[config.mk]
export PLATFORM = sky130hd
export DESIGN_NAME = mqsb_dp
export DESIGN_NICKNAME = d
export VERILOG_FILES = /design/src/rtl/core/mqsb_pkg.sv /design/src/rtl/core/mqsb_dp.sv
export SDC_FILE = /design/constraint.sdc
export NUM_CORES = 1
export LEC_CHECK = 0
export ABC_AREA = 1
export BUFFER_PORTS_ARGS = -buffer_cell sky130_fd_sc_hd__clkbuf_2
export CORE_MARGIN = 2
export CORE_UTILIZATION = 55
export DETAILED_ROUTE_END_ITERATION = 6
export PLACE_DENSITY = 0.72
export SYNTH_ARGS = -nofsm -noshare
export SYNTH_HDL_FRONTEND = slang
export SYNTH_SLANG_ARGS = --single-unit
export TNS_END_PERCENT = 10
[constraint.sdc]
create_clock -name clk_i -period 13.6 [get_ports clk_i]
set_input_delay 0 -clock clk_i [delete_from_list [all_inputs] [get_ports clk_i]]
set_output_delay 0 -clock clk_i [all_outputs]
set_load 0.01 [all_outputs]
[src/rtl/core/mqsb_pkg.sv]
// Package: sizes, codes and control types of the multi-queue shared buffer
`timescale 1ns / 1ps

package mqsb_pkg;

  localparam int SLOTS  = 16;
  localparam int QUEUES = 4;

  localparam int DATA_W = 32;
  localparam int QID_W  = 2;
  localparam int STAT_W = 2;
  localparam int SLOT_W = (SLOTS > 1) ? $clog2(SLOTS) : 1;
  localparam int PTR_W  = $clog2(SLOTS + 1);
  localparam int QIX_W  = (QUEUES > 1) ? $clog2(QUEUES) : 1;

  localparam logic [PTR_W-1:0] NIL_PTR = PTR_W'(SLOTS);

  localparam logic ACT_ENQ = 1'b0;
  localparam logic ACT_DEQ = 1'b1;

  localparam logic [STAT_W-1:0] ST_OK    = 2'd0;
  localparam logic [STAT_W-1:0] ST_OVER  = 2'd1;
  localparam logic [STAT_W-1:0] ST_UNDER = 2'd2;

  // Commands from the controller to the datapath
  typedef struct packed {
    logic latch;
    logic look;
    logic enq_link;
    logic deq_link;
    logic load_out;
  } mqsb_cmd_t;

  // Status from the datapath to the controller
  typedef struct packed {
    logic is_enq;
    logic fail;
  } mqsb_sts_t;

  // Link value of a slot after reset: next slot in order, last slot null
  function automatic logic [PTR_W-1:0] link_init(logic [SLOT_W-1:0] idx);
    logic [PTR_W-1:0] nxt;
    nxt = PTR_W'(idx) + PTR_W'(1);
    return (idx == SLOT_W'(SLOTS - 1)) ? NIL_PTR : nxt;
  endfunction

endpackage

[src/rtl/core/mqsb_dp.sv]
// Datapath: queue pointers, free list, link and data stores, result registers
`timescale 1ns / 1ps

module mqsb_dp import mqsb_pkg::*; (
  input  logic                     clk_i,
  input  logic                     rst_ni,
  input  mqsb_cmd_t                cmd_i,
  output mqsb_sts_t                sts_o,
  input  logic                     action_i,
  input  logic [QID_W-1:0]         queue_id_i,
  input  logic signed [DATA_W-1:0] data_in_i,
  output logic [STAT_W-1:0]        status_o,
  output logic signed [DATA_W-1:0] data_out_o
);

  // Latched operation
  logic              act_q;
  logic [QID_W-1:0]  qid_q;
  logic [DATA_W-1:0] word_q;
  logic [PTR_W-1:0]  slot_q;

  // Queue and free list pointers
  logic [PTR_W-1:0] head_q [QUEUES];
  logic [PTR_W-1:0] tail_q [QUEUES];
  logic [PTR_W-1:0] free_q;

  // Stores
  logic [PTR_W-1:0]  link_mem [SLOTS];
  logic [SLOTS-1:0]  link_vld_q;
  logic [PTR_W-1:0]  link_rd_q;
  logic [DATA_W-1:0] data_mem [SLOTS];
  logic [DATA_W-1:0] data_rd_q;

  // Results
  logic [STAT_W-1:0] res_status_q;
  logic [DATA_W-1:0] res_data_q;
  logic [STAT_W-1:0] out_status_q;
  logic [DATA_W-1:0] out_data_q;

  logic [QIX_W-1:0]  qix;
  logic [PTR_W-1:0]  head_cur;
  logic [PTR_W-1:0]  tail_cur;
  logic              q_bad;
  logic              is_enq;
  logic              fail;
  logic [PTR_W-1:0]  s_ptr;
  logic [SLOT_W-1:0] link_ra;
  logic              link_we;
  logic [SLOT_W-1:0] link_wa;
  logic [PTR_W-1:0]  link_wd;
  logic              data_we;

  // Decode the latched operation
  assign qix      = QIX_W'(qid_q);
  assign head_cur = head_q[qix];
  assign tail_cur = tail_q[qix];
  assign q_bad    = (int'(qid_q) >= QUEUES);
  assign is_enq   = (act_q == ACT_ENQ);
  assign fail     = is_enq ? (q_bad || (free_q == NIL_PTR))
                           : (q_bad || (head_cur == NIL_PTR));
  assign s_ptr    = is_enq ? free_q : head_cur;

  assign sts_o.is_enq = is_enq;
  assign sts_o.fail   = fail;

  // Link store port: one read, one write per cycle
  assign link_ra = s_ptr[SLOT_W-1:0];

  always_comb begin
    link_we = 1'b0;
    link_wa = slot_q[SLOT_W-1:0];
    link_wd = NIL_PTR;
    if (cmd_i.look && !fail && is_enq) begin
      // new tail slot ends its chain
      link_we = 1'b1;
      link_wa = s_ptr[SLOT_W-1:0];
      link_wd = NIL_PTR;
    end else if (cmd_i.enq_link && (head_cur != NIL_PTR) && (tail_cur != NIL_PTR)) begin
      // old tail points to new slot
      link_we = 1'b1;
      link_wa = tail_cur[SLOT_W-1:0];
      link_wd = slot_q;
    end else if (cmd_i.deq_link) begin
      // freed slot goes on top of the free list
      link_we = 1'b1;
      link_wa = slot_q[SLOT_W-1:0];
      link_wd = free_q;
    end
  end

  always_ff @(posedge clk_i) begin
    if (link_we) begin
      link_mem[link_wa] <= link_wd;
    end
    link_rd_q <= link_vld_q[link_ra] ? link_mem[link_ra] : link_init(link_ra);
  end

  // Unwritten link entries read as their reset chain
  always_ff @(posedge clk_i or negedge rst_ni) begin
    if (!rst_ni) begin
      link_vld_q <= '0;
    end else if (link_we) begin
      link_vld_q[link_wa] <= 1'b1;
    end
  end

  // Data store
  assign data_we = cmd_i.look && !fail && is_enq;

  always_ff @(posedge clk_i) begin
    if (data_we) begin
      data_mem[s_ptr[SLOT_W-1:0]] <= word_q;
    end
    data_rd_q <= data_mem[s_ptr[SLOT_W-1:0]];
  end

  // Pointer updates
  always_ff @(posedge clk_i or negedge rst_ni) begin
    if (!rst_ni) begin
      free_q <= '0;
      for (int i = 0; i < QUEUES; i++) begin
        head_q[i] <= NIL_PTR;
        tail_q[i] <= NIL_PTR;
      end
    end else if (cmd_i.enq_link) begin
      free_q <= link_rd_q;
      if (head_cur == NIL_PTR) begin
        head_q[qix] <= slot_q;
      end
      tail_q[qix] <= slot_q;
    end else if (cmd_i.deq_link) begin
      head_q[qix] <= link_rd_q;
      free_q      <= slot_q;
    end
  end

  // Operation, result and output registers
  always_ff @(posedge clk_i) begin
    if (cmd_i.latch) begin
      act_q  <= action_i;
      qid_q  <= queue_id_i;
      word_q <= data_in_i;
    end
    if (cmd_i.look) begin
      slot_q <= s_ptr;
      if (fail) begin
        res_status_q <= is_enq ? ST_OVER : ST_UNDER;
        res_data_q   <= is_enq ? '0 : '1;
      end else begin
        res_status_q <= ST_OK;
        res_data_q   <= '0;
      end
    end
    if (cmd_i.deq_link) begin
      res_data_q <= data_rd_q;
    end
    if (cmd_i.load_out) begin
      out_status_q <= res_status_q;
      out_data_q   <= res_data_q;
    end
  end

  assign status_o   = out_status_q;
  assign data_out_o = out_data_q;

endmodule

; ---- After elaboration in Yosys (flattened, before gate mapping)
; Memory sizes are Yosys's and may differ from the RTL's. A register that Yosys moved wholly into a read port is not among the register bits.
; Cells that the tools add are included.
[classes]
bitwise = 3
n_mux = 41
order_cmp = 5
addsub = 1
n_reduce_logical = 10
eq_ne = 6
[op_table]
columns = cell, count
row1 = $mux W32, 4
row2 = $mux W5, 13
row3 = $bwmux W20, 3
row4 = $mux W20, 3
row5 = $bmux W5 S2, 2
row6 = $or A16 B16 Y16, 1
row7 = $demux W5 S2, 1
row8 = $eq A5 B5 Y1 const B, 2
row9 = $lt A4 B5 Y1 const B, 2
row10 = $mux W1, 10
row11 = $ne A5 B5 Y1 const B, 2
row12 = $mux W4, 2
row13 = $logic_and A1 B1 Y1, 6
row14 = $add A4 B1 Y5 const B, 1
row15 = $bmux W1 S4, 1
row16 = $demux W1 S4, 1
row17 = $eq A4 B4 Y1 const B, 1
row18 = $ge A4 B1 Y1 const B, 1
row19 = $reduce_bool A2 Y1, 2
row20 = $ge A3 B3 Y1 const B, 1
row21 = $lt A3 B1 Y1 const B, 1
row22 = $not A2 Y3, 1
row23 = $mux W2, 1
row24 = $ne A2 B1 Y1 const B, 1
row25 = 3 further kinds, 3
[word_totals]
out_inout_bits = 36
n_memories = 2
word_cells = 87
reg_bits = 174
input_bits = 42
ram_bits = 592
[memory_table]
columns = name, words, width, rd, rd_ports_with_merged_regs, wr, line_no
row1 = data_mem, 16, 32, 1, 1, 1, mqsb_dp.sv:31  ; logic [DATA_W-1:0] data_mem [SLOTS];
row2 = link_mem, 16, 5, 1, 0, 1, mqsb_dp.sv:28  ; logic [PTR_W-1:0] link_mem [SLOTS];

; ---- Depth between registers and ports, before layout
[logic_depth]
depth_word = 15
ltp_mapped = 20
mapped_depth_nobuf = 16

; ---- Worst setup path after synthesis
; OpenSTA, ideal clock, no wires.
[synth_timing]
path_type = reg2reg
start = reg qid_q[0]
end = mem data_mem[15][0], enable pin
period_less_slack_ns = 4.504
slack_ns = 9.096
path_buffers = 6
path_stages_with_launch = 17
setup_time_ns = 0.461
required_time_ns = 13.139
arrival_time_ns = 4.042
cell_sequence = edfxtp_1 -> buf_6 -> inv_2 -> buf_6 -> nand2_1 -> nand2_1 -> nand2_1 -> nand2_1 -> nand2_1 -> nand2_1 -> buf_6 -> buf_6 -> buf_4 -> buf_4 -> ha_1 -> inv_1 -> nor3_1
[synth_between]
word_cells_on_any_way = 12
cone_classes = eq/ne: 1 / mux: 7 / bitwise: 1 / reduce/logical: 3
[synth_rtl]
columns = item, line_no
row1 = start: declaration, mqsb_dp.sv:18  ; logic [QID_W-1:0] qid_q;
row2 = start signal: assignment, mqsb_dp.sv:141  ; qid_q <= queue_id_i;
row3 = $not A2 Y3 (implied by the code), mqsb_dp.sv:55  ; assign head_cur = head_q[qix];
row4 = $bmux W5 S2, mqsb_dp.sv:55
row5 = $mux W5 (implied by the code) (2 in series), mqsb_dp.sv:55
row6 = $mux W5, mqsb_dp.sv:61  ; assign s_ptr = is_enq ? free_q : head_cur;
row7 = via s_ptr[0], mqsb_dp.sv:46  ; logic [PTR_W-1:0] s_ptr;
row8 = end: declaration, mqsb_dp.sv:31
; The timed path passes the listed nets, and every way through them passes these cells. The select of a mux whose other input is x is not followed.

; ---- Final worst setup path
[layout_timing]
start = reg qid_q[0]
end = mem data_mem[15][16], enable pin
[layout_between]
elab_chain_cells = 11
word_cells_on_any_way = 12
cone_classes = eq/ne: 1 / mux: 7 / bitwise: 1 / reduce/logical: 3
[layout_rtl]
columns = item, line_no
row1 = $not A2 Y3 (implied by the code) (*), mqsb_dp.sv:55
row2 = $bmux W5 S2 (*), mqsb_dp.sv:55
row3 = $mux W5 (implied by the code) (*) (2 in series), mqsb_dp.sv:55
row4 = $eq A5 B5 Y1, mqsb_dp.sv:60  ; : (q_bad || (head_cur == NIL_PTR));
row5 = $mux W1, mqsb_dp.sv:59  ; assign fail = is_enq ? (q_bad || (free_q == NIL_PTR))
row6 = $logic_not A1 Y1, mqsb_dp.sv:108  ; assign data_we = cmd_i.look && !fail && is_enq;
row7 = $logic_and A1 B1 Y1 (2 in series), mqsb_dp.sv:108
row8 = $mux W1, mqsb_dp.sv:111  ; if (data_we) begin
row9 = $mux W1 (implied by the code), mqsb_dp.sv:112  ; data_mem[s_ptr[SLOT_W-1:0]] <= word_q;
; Mark *: on every way between the ends. The rest lies on a longest branch, timed or not. The select of a mux whose other input is x is not followed.

==> results.json <==
{
  "yosysWarningCount": 0,
  "start_kind": "flip-flop",
  "drive_gt1_share_pct": 14.1,
  "die_area_um2": 58800,
  "core-area_um2": 56300,
  "cts_buffer_depth": 3,
  "ys_ff_latch": 798,
  "hold_viol_final": 0,
  "track_usage_pct": 24.1,
  "worst_ep_required_time_ps": 13860,
  "combPwrFrac_pct": 19.0,
  "fin_util_pct": 62.6,
  "antenna_left": 0,
  "clock_latency_ps": 630,
  "slew_headroom_pct": 12.3,
  "cp_common_cell": "nand2_1",
  "met2_usage_pct": 38.0,
  "postCtsSetupBuffers": 0,
  "start_util_pct": 55.6,
  "sw_frac_of_total_pct": 29.6,
  "report.final.slew_viol_count": 0,
  "cp_num_buf_inv": 5,
  "p_per_area_nw_per_um2": 186,
  "gp_routability_congestion": 0.873,
  "num_io_pins": 78,
  "cts_tree": "yes",
  "post-route-period-util_pct": 42.0,
  "route.detailed.drc": 0,
  "slowest_stage": "nor3_2",
  "area_growth_pct": 12.6,
  "dieHeight_um": 242,
  "grt_pass1_wl_um": 110000,
  "antenna_found_initial": 0,
  "path_cells": "inv_2 -> nand2_1 -> nand2_1 -> nand2_1 -> nand2_1 -> nand2_1 -> nand2_4 -> buf_4 -> buf_4 -> ha_1 -> inv_1 -> nor3_2 -> buf_4",
  "fmax_mhz": 175,
  "min_period_ps": 5710,
  "clock_skew_ps": 21.2,
  "post_cts_resized": 0,
  "syn_inst": 2461,
  "p_total_mw": 6.56,
  "path_class": "flip-flop to flip-flop",
  "cts_root_buffer": "clkbuf_16",
  "syn_area_um2": 31300,
  "grt_setup_unrepaired": "no",
  "syn_area_per_cell_um2": 12.7,
  "synthFlopType": "edfxtp_1",
  "io_buffers": 77,
  "first_pass_iters": 6,
  "htreeDepth": 3,
  "final_nets": 2585,
  "fin_ws_ps": 7890,
  "cp.arrival_ps": 5970,
  "cts_buffers": 80,
  "crit_path_end_kind": "flip-flop",
  "diodes": 0,
  "fin_tns_setup_ps": 0,
  "fillers": 4155,
  "place_area_um2": 32200,
  "synth_edf_count": 700,
  "dp_hpwl_um": 38600,
  "vias_per_cell": 5.76,
  "ir_worst_vdd_mv": 0.103,
  "synthArstFlopShare_pct": 7.64,
  "busiest_layer": "met2",
  "rows": 87,
  "routed_wl_um": 70400,
  "clkTransAtPathRegs_ps": 60,
  "crit_fanout": 88,
  "grt_overflow": 0,
  "worstHoldPathType": "primary input to flip-flop",
  "p_switching_mw": 1.94,
  "routedWlPerCell_um": 20.9,
  "vias": 19364,
  "yosysUniqueCellTypes": 36,
  "critical-path-top-delay-family": "buffers and inverters",
  "slowest_delay_ps": 900,
  "cap_violations": 0,
  "grtUsageMet3_pct": 4.38,
  "place_ws_ps": 7970,
  "worst_pin_slew_ps": 1310,
  "clock-sinks": 798,
  "yosysSeqAreaShare_pct": 74.5,
  "p_leak_nw": 12.7,
  "first_iter_violations": 2121,
  "syn_nets": 2507,
  "fin_area_um2": 35200,
  "clkPwrFrac_pct": 33.7,
  "p_int_mw": 4.62,
  "status": "complete, no violations",
  "grt_max_degree": 109,
  "setup_violations": 0,
  "grt_pass1_vias": 19091,
  "dieWidth_um": 242,
  "use_met1_pct": 34.2,
  "p_seq_share_pct": 47.3
}
[power groups by stage]
stage          Combinational [mW]  Sequential (mW)  Clock, mW
2_1_floorplan               0.885             3.08          0
3_3_place_gp                 1.19             3.14          0
3_5_place_dp                 1.22             3.15          0
4_1_cts                      1.24             3.10       2.24
5_1_grt                      1.39             3.12       2.33
6_report                     1.25             3.10       2.21
[state kept, by name, indices dropped and copies added (netlist names)]
register	flops
free_q	5
word_q	32
data_mem	512
data_out_o	32
res_status_q	2
link_mem	80
slot_q	5
head_q	20
qid_q	2
link_vld_q	16
link_rd_q	5
data_rd_q	32
tail_q	20
res_data_q	32
act_q	1
status_o	2
[worst paths after layout]
kind / slack, ps / cells past startpoint / end / start
worst max-delay path: 7890 / 13 / data_mem[15][16]$_DFFE_PP_ / qid_q[0]$_DFFE_PP_
min in group asynchronous: 90 / 3 / head_q[16]$_DFFE_PN0P_ / rst_ni
worst max register to register: 7890 / 13 / data_mem[15][16]$_DFFE_PP_ / qid_q[0]$_DFFE_PP_
worst min-delay path: 30 / 2 / word_q[19]$_DFFE_PP_ / cmd_i[4]
max in group asynchronous: 12970 / 3 / free_q[3]$_DFFE_PN0P_ / rst_ni
worst min register to register: 410 / 0 / data_out_o[12]$_DFFE_PP_ / res_data_q[12]$_DFFE_PP_
[cells in the final DEF (no fill, tap or decap), types with 3 or more instances in the layout]
cell type / instances
dlygate4sd3_1: 38
dfstp_2: 8
nand3_1: 14
o211ai_1: 117
clkbuf_8: 10
inv_2: 4
o22ai_1: 32
nor2_1: 186
nor2_4: 21
clkbuf_2: 77
o21ai_0: 179
dfrtp_1: 53
o21ai_1: 91
clkbuf_1: 17
clkinvlp_4: 3
a21oi_1: 17
bufinv_16: 6
clkinv_1: 15
nand2_1: 601
buf_4: 20
inv_1: 73
inv_16: 3
nand4_1: 42
a41oi_1: 20
nand3_2: 3
clkinv_2: 12
or2_2: 98
nor2_2: 6
dfxtp_1: 37
ha_1: 4
edfxtp_1: 700
clkbuf_16: 83
[cell families after synthesis]
group	synth area share, %
and+or+nand+nor	13.1
AOI/OAI and AO/OA	8.79
adders and majority gates	0.160
buffers and inverters	3.46
DFF	74.5
xor gates and xnor gates	0.0280
[what timing repair did]
item,4_1_cts,5_1_grt
endpoints found under the hold margin,108,0
setup endpoints to repair,0,0
hold buffers,38,0
[synth_stat cells, types with 15 or more instances]
library cell / instances / area (um^2)
edfxtp_1: 700 / 21000
nand2_1: 602 / 2260
nor2_1: 205 / 769
o21ai_0: 179 / 896
o211ai_1: 117 / 878
or2_2: 98 / 613
o21ai_1: 91 / 455
inv_1: 73 / 274
buf_2: 58 / 290
dfrtp_1: 53 / 1330
clkbuf_1: 45 / 169
nand4_1: 42 / 263
dfxtp_1: 37 / 741
o22ai_1: 32 / 200
a41oi_1: 20 / 175
a21oi_1: 19 / 95.1
buf_4: 19 / 143
buf_6: 15 / 169
[through the flow]
step,instances,hold WS [ps]
4_1_cts,3362,23.9
5_1_grt,3362,52.8
2_1_floorplan,2461,-296
6_report,3362,26.6
3_3_place_gp,3175,177
3_5_place_dp,3175,179
[final cells by class]
type	instances	area, um^2	area share (%)
Clock inverter	39	389	1.11
Tap cell	756	946	2.69
Clock buffer	110	2280	6.47
Timing Repair Buffer	135	916	2.60
Sequential cell	798	23300	66.2
Inverter	80	308	0.874
Multi-Input combinational cell	1444	7070	20.1
[routing by layer]
layer / vias to the layer above / share of wire (%) / routed length (um)
li1: 8907 / - / -
met1: 9511 / 43 / 29900
met2: 821 / 47 / 33000
met3: 125 / 8.2 / 5780
met4: 0 / 2.4 / 1670
met5: - / 0 / 0
(Power assumes the default switching activity.)
