==> src/rtl/core/mqsb_pkg.sv <==
// Package: sizes, codes and control types of the multi-queue shared buffer
`timescale 1ns / 1ps

package mqsb_pkg;

  localparam int SLOTS  = 16;
  localparam int QUEUES = 4;

  localparam int DATA_W = 32;
  localparam int QID_W  = 2;
  localparam int STAT_W = 2;
  localparam int SLOT_W = (SLOTS > 1) ? $clog2(SLOTS) : 1;
  localparam int PTR_W  = $clog2(SLOTS + 1);
  localparam int QIX_W  = (QUEUES > 1) ? $clog2(QUEUES) : 1;

  localparam logic [PTR_W-1:0] NIL_PTR = PTR_W'(SLOTS);

  localparam logic ACT_ENQ = 1'b0;
  localparam logic ACT_DEQ = 1'b1;

  localparam logic [STAT_W-1:0] ST_OK    = 2'd0;
  localparam logic [STAT_W-1:0] ST_OVER  = 2'd1;
  localparam logic [STAT_W-1:0] ST_UNDER = 2'd2;

  // Commands from the controller to the datapath
  typedef struct packed {
    logic latch;
    logic look;
    logic enq_link;
    logic deq_link;
    logic load_out;
  } mqsb_cmd_t;

  // Status from the datapath to the controller
  typedef struct packed {
    logic is_enq;
    logic fail;
  } mqsb_sts_t;

  // Link value of a slot after reset: next slot in order, last slot null
  function automatic logic [PTR_W-1:0] link_init(logic [SLOT_W-1:0] idx);
    logic [PTR_W-1:0] nxt;
    nxt = PTR_W'(idx) + PTR_W'(1);
    return (idx == SLOT_W'(SLOTS - 1)) ? NIL_PTR : nxt;
  endfunction

endpackage

==> src/rtl/core/mqsb_ctrl.sv <==
// Controller: sequences one operation through lookup, link update (skipped when rejected) and output
`timescale 1ns / 1ps

module mqsb_ctrl import mqsb_pkg::*; (
  input  logic      clk_i,
  input  logic      rst_ni,
  input  logic      in_valid_i,
  output logic      in_ready_o,
  output logic      out_valid_o,
  input  logic      out_ready_i,
  input  mqsb_sts_t sts_i,
  output mqsb_cmd_t cmd_o
);

  typedef enum logic [4:0] {
    S_IDLE     = 5'b00001,
    S_LOOK     = 5'b00010,
    S_ENQ_LINK = 5'b00100,
    S_DEQ_LINK = 5'b01000,
    S_DONE     = 5'b10000
  } state_e;

  state_e state_q, state_d;
  logic   out_valid_q, out_valid_d;

  // Next state and commands
  always_comb begin
    state_d        = state_q;
    cmd_o          = '0;
    in_ready_o     = 1'b0;
    case (state_q)
      S_IDLE: begin
        in_ready_o = 1'b1;
        if (in_valid_i) begin
          cmd_o.latch = 1'b1;
          state_d     = S_LOOK;
        end
      end
      S_LOOK: begin
        cmd_o.look = 1'b1;
        if (sts_i.fail) begin
          state_d = S_DONE;
        end else if (sts_i.is_enq) begin
          state_d = S_ENQ_LINK;
        end else begin
          state_d = S_DEQ_LINK;
        end
      end
      S_ENQ_LINK: begin
        cmd_o.enq_link = 1'b1;
        state_d        = S_DONE;
      end
      S_DEQ_LINK: begin
        cmd_o.deq_link = 1'b1;
        state_d        = S_DONE;
      end
      S_DONE: begin
        // Hand the result to the output register once it is free
        if (!out_valid_q || out_ready_i) begin
          cmd_o.load_out = 1'b1;
          state_d        = S_IDLE;
        end
      end
      default: begin
        state_d = S_IDLE;
      end
    endcase
  end

  // Hold the output word until taken
  assign out_valid_d = cmd_o.load_out | (out_valid_q & ~out_ready_i);
  assign out_valid_o = out_valid_q;

  always_ff @(posedge clk_i or negedge rst_ni) begin
    if (!rst_ni) begin
      state_q     <= S_IDLE;
      out_valid_q <= 1'b0;
    end else begin
      state_q     <= state_d;
      out_valid_q <= out_valid_d;
    end
  end

endmodule

==> config.mk <==
export PLATFORM = sky130hd
export DESIGN_NAME = mqsb_ctrl
export DESIGN_NICKNAME = d
export VERILOG_FILES = /design/src/rtl/core/mqsb_pkg.sv /design/src/rtl/core/mqsb_ctrl.sv
export SDC_FILE = /design/constraint.sdc
export NUM_CORES = 1
export LEC_CHECK = 0
export BUFFER_PORTS_ARGS = -buffer_cell sky130_fd_sc_hd__buf_4
export CORE_AREA = 8 8 45 47
export DETAILED_ROUTE_END_ITERATION = 10
export DIE_AREA = 0 0 53 55
export GPL_TIMING_DRIVEN = 0
export HOLD_SLACK_MARGIN = 0.08
export PLACE_DENSITY_LB_ADDON = 0.2
export SYNTH_ARGS = -nofsm -noshare
export SYNTH_HDL_FRONTEND = slang
export SYNTH_SLANG_ARGS = --single-unit
==> constraint.sdc <==
create_clock -name clk_i -period 1.4 [get_ports clk_i]
set_clock_uncertainty 0.15 [all_clocks]
set_input_delay 0.07 -clock clk_i [delete_from_list [all_inputs] [get_ports clk_i]]
set_output_delay 0.07 -clock clk_i [all_outputs]
set_load 0.01 [all_outputs]
* After elaboration in Yosys (flattened, before gate mapping)
Cells that the tools add are included.
** Word-level totals
- Bits in registers :: 6
- Output and inout bits :: 7
- Word-level logic and storage cells :: 29
** Operators by class
- Equality and inequality tests :: 7
- Multiplexer cells :: 13
- Bitwise gates (word level) :: 3
- Reduce and logical (&&, ||, !) cells :: 4
** Operators with widths (count)
- $pmux W5 S4 :: 1
- $mux W5 :: 3
- $mux W1 :: 8
- $eq A5 B1 Y1 const B :: 1
- $eq A5 B2 Y1 const B :: 1
- $eq A5 B3 Y1 const B :: 1
- $eq A5 B4 Y1 const B :: 1
- $eq A5 B5 Y1 const B :: 1
- $mux W4 :: 1
- $ne A2 B2 Y1 const B :: 2
- $reduce_and A2 Y1 :: 1
- $reduce_or A2 Y1 :: 1
- $and A1 B1 Y1 :: 1
- $logic_not A1 Y1 :: 1
- $logic_or A1 B1 Y1 :: 1
- $not A1 Y1 :: 1
- $or A1 B1 Y1 :: 1

* Depth between registers and ports, before layout
Gate-level depths: netlist (run 1).
- Depth in word-level cells :: 5
- Depth in mapped cells :: 4
- Depth with buffers taken out :: 4

* Worst setup path before layout (run 1)
OpenSTA, ideal clock, no wires.
- Path kind :: reg2reg
- Start point :: register state_q[0]
- End point :: register state_q[4]
- Library setup time :: 0.118 ns
- Arrival :: 0.977 ns
- Data required time :: 1.132 ns
- Path slack :: 0.155 ns
- Cell stages (with the launch flop) :: 4
- Path buffers :: 0
- Clock period less this slack :: 1.245 ns
- Cells stage by stage :: dfstp_2 nand3b_2 clkinv_2 a21o_1
** On the way
- Longest elaborated chain between the ends :: 3
** Ends and longest elaborated chain
- start, declared :: line mqsb_ctrl.sv:23 : state_e state_q, state_d;
- start signal, assigned :: line mqsb_ctrl.sv:79 : state_q <= state_d;
- $eq A5 B4 Y1, or another cell as far along :: line mqsb_ctrl.sv:31 : case (state_q)
- $reduce_or A2 Y1 (no source line) / $ne A2 B2 Y1 (equally long branches)
- $pmux W5 S4 / $reduce_and A2 Y1 (equally long branches)
Several ways; a longest one is shown, not always the timed one.
A chain may end at the register's enable or synchronous reset.

* Worst setup path in the final report (run 1)
- Start point :: register state_q[2]
- End point :: output port in_ready_o
** On the way
- Longest elaborated chain between the ends :: 2
** Ends and longest elaborated chain
- $eq A5 B1 Y1 :: line mqsb_ctrl.sv:31
- $mux W1 :: line mqsb_ctrl.sv:31
- end, declared :: line mqsb_ctrl.sv:8 : output logic in_ready_o,
Every way passes these cells.

==> run metrics, run 1 <==
Flop pwr share 34.7%; status complete, but fails checks; post-synthesis adder-cell area fraction 0%; worst-margin pin slew roughly 240 ps; DR iter-0 viols 3; Rows 14; Num Clock Sinks 6; post-DP HPWL 621 µm; LEAKAGE 0.297 nW; Mapped Cells 31; Fillers 146; reg2reg path depth 4; multi-input logic area around 210 µm²; Detailed Routing Iterations Pass 1 2; vias per inst 4.58; Comb power frac a little over two fifths; Die Span Y 55 µm; Hold WS 159 ps; Syn Nets 37; num ports 13; P&R area growth vs syn 79.1%; sequential-to-total area share from yosys stat between 40% and 50%; critical path class flip-flop to output port; Total Routing Usage GR around 7.9%; final worst path period need roughly 1600 ps; Mapped Area around 340 µm²; Wirelength per Cell around 13 µm; Slew Limit Headroom between 80% and 90%; YS warnings 0; NetSw between 0.0002 and 0.0003 W; commonest non-fill, non-tap cells in the layout buf_4 (14), dlygate4sd3_1 (6), nor3_2 (3), clkbuf_4 (3), dfrtp_2 (3); Setup-failing EPs final 5; setup slack, reg-to-reg approximately 10 ps; H-tree levels 1; post-layout net count 64; Power per Cell Area approximately 1300 nW/µm²; CTS tree done; Highest Signal Layer met4; total number of vias 334; global-route wire length before repair approximately 1.6 mm; area fraction in compound gates after synthesis 7.69%; drt drc 0; DP Area between 400 and 500 µm²; post-place setup slack between 50 and 60 ps; drt total wl 928 µm; later-pin clock latency in the skew report 250 ps; RR Endpoint state_q[4]; Final Hold Viols 0; Clock Tree Buf Depth 2; met2 routed WL 485 µm; Switching Fraction roughly a third; CP endpoint kind output port; CTS clock-pin slew for the worst setup and hold paths roughly 50 ps; CP arrival 1340 ps; vias in the first global route 386; clock power share 21.5%; Met1 Wirelength 348 µm; Die X 53 µm; Clk Tree Root Cell clkbuf_4; worst vdd ir around 0.81 mV; Num CTS Buffers 3; fin area slightly above 600 µm²; Core ar. between 1000 and 1500 µm²; global route overflow 0; internal power 0.000541 W; initial antenna violation count 0; XOR/XNOR Fraction of Synth Area about 2.6%; mux contribution to synthesized area 0%; Simple-Gate Fraction of Synth Area a little over two fifths; FMAX around 640 MHz; Hold WC Path Type input port to asynchronous set/reset pin; Routed met3 length 83 µm; worst-path maximum fanout 3; main combinational cell family by area after synthesis simple AND/OR/NAND/NOR gates; Synth Register Bits 6; power consumption approximately 0.00081 W; layout cells sized above 1 roughly three fifths; largest net degree at the start of global routing 8; CP startpoint kind flip-flop; initial cell density of the core around a quarter; Slew Limit Fails 0; Syn Area/Cell around 11 µm²; Final Cycle Share 111%; Register Area 155 µm²; Worst EP required around 1200 ps; Final ANT Viol Nets 0; RSZ-0062 raised after global routing true; DIE AREA 2920 µm²; Final Wtd Congestion around 0.71; ANT cells 0; setup slack after layout -156 ps; failing checks setup timing; maxcap violations 0; Layout Cells excl Fill between 70 and 80; synth unique cells 20; placed cells slightly below 60; number of port buffers 12; FF-to-FF Start state_q[2]; commonest non-fill, non-tap cell in the layout buf_4
-- stage by stage --
| stage | setup TNS, ps | utilization, % |
|---|---|---|
| after floorplan | 0 | - |
| final | -523 | 44.2 |
| after global placement | 0 | 32.6 |
| after global routing | -1120 | 44.2 |
| after detailed placement | 0 | 32.6 |
| after CTS | -622 | 42.0 |
-- how the worst max path moves through the flow --
stage	from	to
2_1_floorplan	state_q[0]	state_q[4]
3_3_place_gp	state_q[4]	in_ready_o
3_5_place_dp	state_q[4]	in_ready_o
4_1_cts	state_q[2]	in_ready_o
5_1_grt	state_q[2]	in_ready_o
6_report	state_q[2]	in_ready_o
-- cell type report --
type                       count  share of cell area (%)
clock buffer                   4                    4.29
inverter                       3                    2.04
multi-input combinational     22                    34.4
sequential                     6                    25.4
tap                           16                    3.27
timing repair buffer          22                    30.7
-- Yosys cell counts --
| library cell | instances | area [µm²] |
|---|---|---|
| dfstp_2 | 1 | 26.3 |
| and4b_1 | 2 | 20.0 |
| or3_1 | 1 | 6.26 |
| nor3_2 | 3 | 30.0 |
| nand2_1 | 1 | 3.75 |
| clkinv_2 | 1 | 5.00 |
| inv_1 | 2 | 7.51 |
| xor2_1 | 1 | 8.76 |
| nor2_1 | 1 | 3.75 |
| nor3b_2 | 2 | 25.0 |
| a21o_1 | 1 | 7.51 |
| and3b_2 | 1 | 10.0 |
| nor3_1 | 3 | 15.0 |
| a22o_1 | 1 | 8.76 |
| nor4bb_1 | 1 | 10.0 |
| dfrtp_1 | 5 | 125 |
| nand3b_2 | 1 | 11.3 |
| o21ai_0 | 1 | 5.00 |
| a21oi_1 | 1 | 5.00 |
| nand3b_1 | 1 | 7.51 |
-- per-layer routing --
layer  track usage, %  up-vias
met4             7.76        0
met5                0        -
met1             6.61      155
met2             13.9       11
met3             3.21        2
li1                 -      166
-- power groups by stage --
| stage | combinational (W) | clock (W) | sequential, W |
|---|---|---|---|
| detailed placement | 0.000258 | 0 | 0.000282 |
| finish | 0.000353 | 0.000174 | 0.000280 |
| global placement | 0.000254 | 0 | 0.000277 |
| global route | 0.000385 | 0.000196 | 0.000287 |
| CTS | 0.000337 | 0.000181 | 0.000272 |
| floorplan | 0.000160 | 0 | 0.000267 |
-- worst max-delay path: stages (launching register included) --
cell and delay, ps:
dfrtp_2 420, or3_1 380, nor3b_2 150, buf_4 140
-- cells by family after synthesis --
kind of cell | Yosys count
AND/OR/NAND/NOR | 17
flip-flops | 6
AO/OA/AOI/OAI | 4
buffers and inverters | 3
XOR/XNOR | 1
-- sequential cells by signal, indices dropped and copies added, names as in the netlist --
| signal | count |
|---|---|
| state_q | 5 |
| out_valid_o | 1 |
-- repair_timing --
| item | 4_1_cts | 5_1_grt |
|---|---|---|
| hold buffers | 6 | 0 |
| pin swaps | 3 | 2 |
| endpoints found under the hold margin | 12 | 0 |
| resized for setup | 5 | 6 |
| setup buffers | 4 | 0 |
| endpoints found under the setup margin | 5 | 8 |
(Power assumes the default switching activity.)
==> run 2: changes to the inputs <==
==> constraint.sdc (replaced) <==
create_clock -name clk_i -period 1.4 [get_ports clk_i]
set_clock_uncertainty 0.15 [all_clocks]
set_input_delay 0.21 -clock clk_i [delete_from_list [all_inputs] [get_ports clk_i]]
set_output_delay 0.21 -clock clk_i [all_outputs]
set_load 0.01 [all_outputs]
==> run 2 against run 1 <==
Effect of this change:
- the run still ends with setup timing left
- via count decreased by 0.60%
- flip-flop and latch count unchanged
- cell count fell by 1.4%
- routed wire length grew 2.2%
- maximum frequency down 8.0%
- critical path type unchanged
- largest cell class unchanged
- largest power group unchanged
- highest routed layer unchanged
==> run metrics, run 2 (synthesized netlist as in run 1, its figures left out) <==
status complete, but fails checks; failing checks setup timing; RSZ-0062 raised after global routing true; global-route wire length before repair 1.59 mm (-2.1%); initial antenna violation count 0 (unchanged); FMAX 591 MHz (-8.0%); total number of vias 332 (-0.60%); M1 GR Usage 6.76% (+0.15 points); post-DP HPWL 621 µm (unchanged); Die Span Y 55 µm (unchanged); CTS clock-pin slew for the worst setup and hold paths 50 ps (about the same); setup slack after layout -291 ps (-135 ps); Largest register FFs 5 (unchanged); critical-path cell list or3_1, nor3b_2, buf_4; Final Hold Viols 0 (unchanged); vias per inst 4.61 (+0.78%); final worst path period need 1690 ps (+135 ps); Biggest register state_q; Final Wtd Congestion 0.705 (unchanged); maxcap violations 0 (unchanged); initial cell density of the core 24.7% (unchanged); global route overflow 0 (unchanged); commonest non-fill, non-tap cell in the layout buf_4; gr busiest metal met2; power consumption 0.000813 W (+0.75%); Worst path slowest cell dfrtp_2; critical path class flip-flop to output port; Total Routing Usage GR 7.68% (-0.22 points); internal power 0.000549 W (+1.5%); CP startpoint kind flip-flop; met3 usage 2.94% (-0.27 points); drt total wl 948 µm (+2.2%); later-pin clock latency in the skew report 250 ps (about the same); commonest non-fill, non-tap cells in the layout buf_4 (15), dlygate4sd3_1 (4), dfrtp_2 (4), nor3_2 (3), clkbuf_4 (3); Hold WC Path Type input port to flip-flop; Wirelength per Cell 13.2 µm (+3.6%); P&R area growth vs syn 75.1%; num ports 13 (unchanged); critical path's largest stage delay 410 ps (about the same); drt drc 0 (unchanged); Clock Tree Buf Depth 2 (unchanged); Slew Limit Fails 0 (unchanged); layout cells sized above 1 64.3% (+2.9 points); worst-path maximum fanout 3 (unchanged); Slew Limit Headroom 85.7% (+1.9 points); Core ar. 1380 µm² (unchanged); Comb power frac 44.7% (+0.9 points); Detailed Routing Iterations Pass 1 2 (unchanged); ANT cells 0 (unchanged); LEAKAGE 0.292 nW (-1.8%); clock power share 21.3% (-0.2 points); largest net degree at the start of global routing 8 (unchanged); worst vdd ir 0.803 mV (-0.47%); post-place setup slack -85.7 ps (-140 ps); Rows 14 (unchanged); Flop pwr share 33.9% (-0.8 points); Power per Cell Area 1360 nW/µm² (+3.1%); Final Cycle Share 121% (+9.6 points); Setup-failing EPs final 6 (+1); CTS tree done; Final ANT Viol Nets 0 (unchanged); worst-margin pin slew 214 ps (-29.0 ps); CP arrival 1330 ps (about the same); post-layout net count 63 (-1.6%); Num CTS Buffers 3 (unchanged); GR met2 Demand/Resource 13.1% (-0.78 points); NetSw 0.000263 W (-0.83%); Die X 53 µm (unchanged); DIE AREA 2920 µm² (unchanged); DR iter-0 viols 1 (-2); vias in the first global route 380 (-1.6%); Clk Tree Root Cell clkbuf_4; CP endpoint kind output port; Num Clock Sinks 6 (unchanged); Switching Fraction 32.4% (-0.52 points); Worst EP required 1040 ps (-140 ps); number of port buffers 12 (unchanged); H-tree levels 1 (unchanged)
==> run 2: cell count changes in the layout (fill, tap and decap cells not counted) <==
cell,delta
dfrtp_2,+1
nor2_1,+1
dfrtp_1,-1
dlygate4sd3_1,-2
buf_4,+1
nor2_2,-1
==> run 2: cell type report <==
type | instances | area, µm²
fillers | 149 | 786
repair buffers | 21 | 175
multi-input cells | 22 | 208
well taps | 16 | 20.0
inverters | 3 | 12.5
flip-flops and latches | 6 | 156
clock buffers | 4 | 26.3
==> run 2: layer usage <==
layer  wire length (µm)  vias to the layer above
met3                 58                        2
met4                 11                        0
met1                377                      156
li1                   -                      163
met5                  0                        -
met2                501                       11
==> run 2: metrics by stage <==
step | setup TNS, ps | cells | utilization (%) | cell area, µm² | hold slack (ps)
4_1_cts | -1450 | 71 | 40.9 | 566 | 87.9
6_report | -1370 | 72 | 43.2 | 598 | 100
2_1_floorplan | 0 | 31 | - | 342 | -236
3_5_place_dp | -205 | 59 | 32.6 | 452 | -129
5_1_grt | -1990 | 72 | 43.2 | 598 | 89.4
3_3_place_gp | -134 | 59 | 32.6 | 452 | -132
==> run 2: path summary, 6_finish.rpt <==
kind	from	end	slack (ps)	cells past startpoint
setup / recovery	state_q[2]	in_ready_o	-290	3
hold / removal	in_valid_i	state_q[1]	100	2
setup reg to reg	state_q[2]	state_q[4]	0	4
hold reg to reg	out_valid_o	out_valid_o	430	2
max in group asynchronous	rst_ni	state_q[0]	740	2
min in group asynchronous	rst_ni	state_q[4]	150	2
==> run 2: power groups by stage <==
stage	clock network, W	logic, W	registers [W]
6_report	0.000173	0.000364	0.000276
5_1_grt	0.000196	0.000397	0.000283
4_1_cts	0.000181	0.000338	0.000274
3_5_place_dp	0	0.000258	0.000282
3_3_place_gp	0	0.000254	0.000277
2_1_floorplan	0	0.000160	0.000267
==> run 2: critical path, delay by kind of cell (launching register included) <==
kind	cells	cell delay [ps]
and+or+nand+nor	2	530
DFF	1	410
buffers and inverters	1	140
==> run 2: timing repair <==
item                       CTS  global route
setup endpoints to repair    6             8
hold endpoints to repair    10             0
gates resized for setup      6             5
buffers inserted             4             1
pin swaps                    3             3
hold buffers                 4             0
==> run 3: changes to the inputs <==
--- a/config.mk
+++ b/config.mk
@@ -12,6 +12,7 @@
 export GPL_TIMING_DRIVEN = 0
 export HOLD_SLACK_MARGIN = 0.08
 export PLACE_DENSITY_LB_ADDON = 0.2
+export SKIP_CTS_REPAIR_TIMING = 1
 export SYNTH_ARGS = -nofsm -noshare
 export SYNTH_HDL_FRONTEND = slang
 export SYNTH_SLANG_ARGS = --single-unit
==> run 3 against run 2 <==
Effect of this change:
- the flow still finishes with violations (setup timing)
- cell count did not move
- utilization did not move
- hold slack barely moved
- die area did not move
- final area did not move
- non-clock buffer count did not move
- worst setup slack got worse by 47 ps
- total power fell by 3.4%
- clock power barely moved
- global-route usage fell by 0.82 points
- sequential power rose by 4%
- register-to-register slack barely moved
- critical path type unchanged
- critical endpoint unchanged
- largest power group unchanged
==> run metrics, run 3 (synthesized netlist as in run 1, its figures left out) <==
global-route wire length before repair 1.42 mm (-11%); Clock Tree Buf Depth 2 (unchanged); Hold WC Path Type input port to flip-flop; Worst Hold Depth 2 (unchanged); Rows 14 (unchanged); Slew Limit Fails 0 (unchanged); H-tree levels 1 (unchanged); setup slack after layout -338 ps (-46.8 ps); layout cells sized above 1 60.7% (-3.6 points); total number of vias 328 (-1.2%); largest net degree at the start of global routing 8 (unchanged); CP arrival 1380 ps (+50 ps); Worst EP required 1040 ps (about the same); Final ANT Viol Nets 0 (unchanged); Final Cycle Share 124% (+3.3 points); Detailed Routing Iterations Pass 1 2 (unchanged); DR iter-0 viols 1 (unchanged); setup slack, reg-to-reg -10 ps (about the same); met2 routed WL 464 µm (-7.4%); post-DP HPWL 621 µm (unchanged); RSZ-0062 raised after global routing true; Die X 53 µm (unchanged); critical path's largest stage delay 450 ps (+40 ps); DIE AREA 2920 µm² (unchanged); Setup-failing EPs final 7 (+1); setup tns final -1390 ps (-11.9 ps); Hold Startpoint in_valid_i; drt total wl 924 µm (-2.5%); CP endpoint kind output port; FMAX 575 MHz (-2.7%); CP startpoint kind flip-flop; critical-path cell list or3_1, nor3b_2, buf_4; post-layout net count 63 (unchanged); vias in the first global route 319 (-16%); Worst Hold End state_q[1]; failing checks setup timing; Met1 Wirelength 386 µm (+2.4%); Wirelength per Cell 12.8 µm (-2.5%); Num CTS Buffers 3 (unchanged); drt drc 0 (unchanged); vias per inst 4.56 (-1.2%); final worst path period need 1740 ps (+46.8 ps); status complete, but fails checks; num ports 13 (unchanged); DP Area 452 µm² (unchanged); Die Span Y 55 µm (unchanged); worst-margin pin slew 279 ps (+65.6 ps); post-place setup slack -85.7 ps (unchanged); Clk Tree Root Cell clkbuf_4; commonest non-fill, non-tap cell in the layout buf_4; Biggest register state_q; commonest non-fill, non-tap cells in the layout buf_4 (15), dlygate4sd3_1 (4), nor3_1 (3), clkbuf_4 (3), dfrtp_2 (3); Power per Cell Area 1310 nW/µm² (-3.4%); Slew Limit Headroom 81.4% (-4.3 points); reg2reg path depth 4 (unchanged); Final Hold Viols 0 (unchanged); ANT cells 0 (unchanged); Num Clock Sinks 6 (unchanged); Highest Signal Layer met4; FF-to-FF Start state_q[4]; worst vdd ir 0.804 mV (+0.19%); Routed met3 length 61 µm (+5.2%); maxcap violations 0 (unchanged); initial antenna violation count 0 (unchanged); worst-path maximum fanout 5 (+2); Total Routing Usage GR 6.86% (-0.82 points); Worst path slowest cell dfrtp_2; P&R area growth vs syn 75.1% (unchanged); CTS tree done; Largest register FFs 5 (unchanged); number of port buffers 12 (unchanged); RR Endpoint state_q[4]; critical path class flip-flop to output port; LEAKAGE 0.295 nW (+0.96%); global route overflow 0 (unchanged); Final Wtd Congestion 0.705 (unchanged); Core ar. 1380 µm² (unchanged); CTS clock-pin slew for the worst setup and hold paths 50 ps (about the same); power consumption 0.000785 W (-3.4%); later-pin clock latency in the skew report 250 ps (about the same); fin area 598 µm² (unchanged); initial cell density of the core 24.7% (unchanged)
[run 3: where the power goes]
group | internal (W) | switching, W | total [W]
clock | 0.000108 | 0.0000655 | 0.000174
sequential | 0.000221 | 0.0000661 | 0.000287
combinational | 0.000196 | 0.000128 | 0.000324
[run 3: stage by stage]
stage	hold WS, ps	util (%)	instances
2_1_floorplan	-236	-	31
3_3_place_gp	-132	32.6	59
4_1_cts	-397	34.5	63
3_5_place_dp	-129	32.6	59
6_report	99.9	43.2	72
5_1_grt	89.2	43.2	72
[run 3: cell type report]
cell class	instances	area (µm²)
Timing Repair Buffer	21	175
Clock buffer	4	26.3
Sequential cell	6	155
Multi-Input combinational cell	22	209
Tap cell	16	20.0
Inverter	3	12.5
Fill cell	150	786
[run 3: worst max path at each step]
stage	startpoint	end	slack (ps)	cells past startpoint
3_5_place_dp	state_q[4]	in_ready_o	-90	3
5_1_grt	state_q[4]	in_ready_o	-400	3
6_report	state_q[4]	in_ready_o	-340	3
4_1_cts	state_q[4]	in_ready_o	-360	3
3_3_place_gp	state_q[4]	in_ready_o	-70	3
2_1_floorplan	state_q[4]	in_ready_o	20	2
[run 3: worst max-delay path: cells and delay by family, from the launching register on]
family | cells | cell delay [ps]
flip-flops | 1 | 450
buffers and inverters | 1 | 140
AND/OR/NAND/NOR | 2 | 540
[run 3: per-layer routing]
metal  GRT usage [%]  vias to the layer above
li1                -                      164
met1            7.07                      151
met2            9.77                       11
met3            2.94                        2
met4            7.76                        0
met5               0                        -
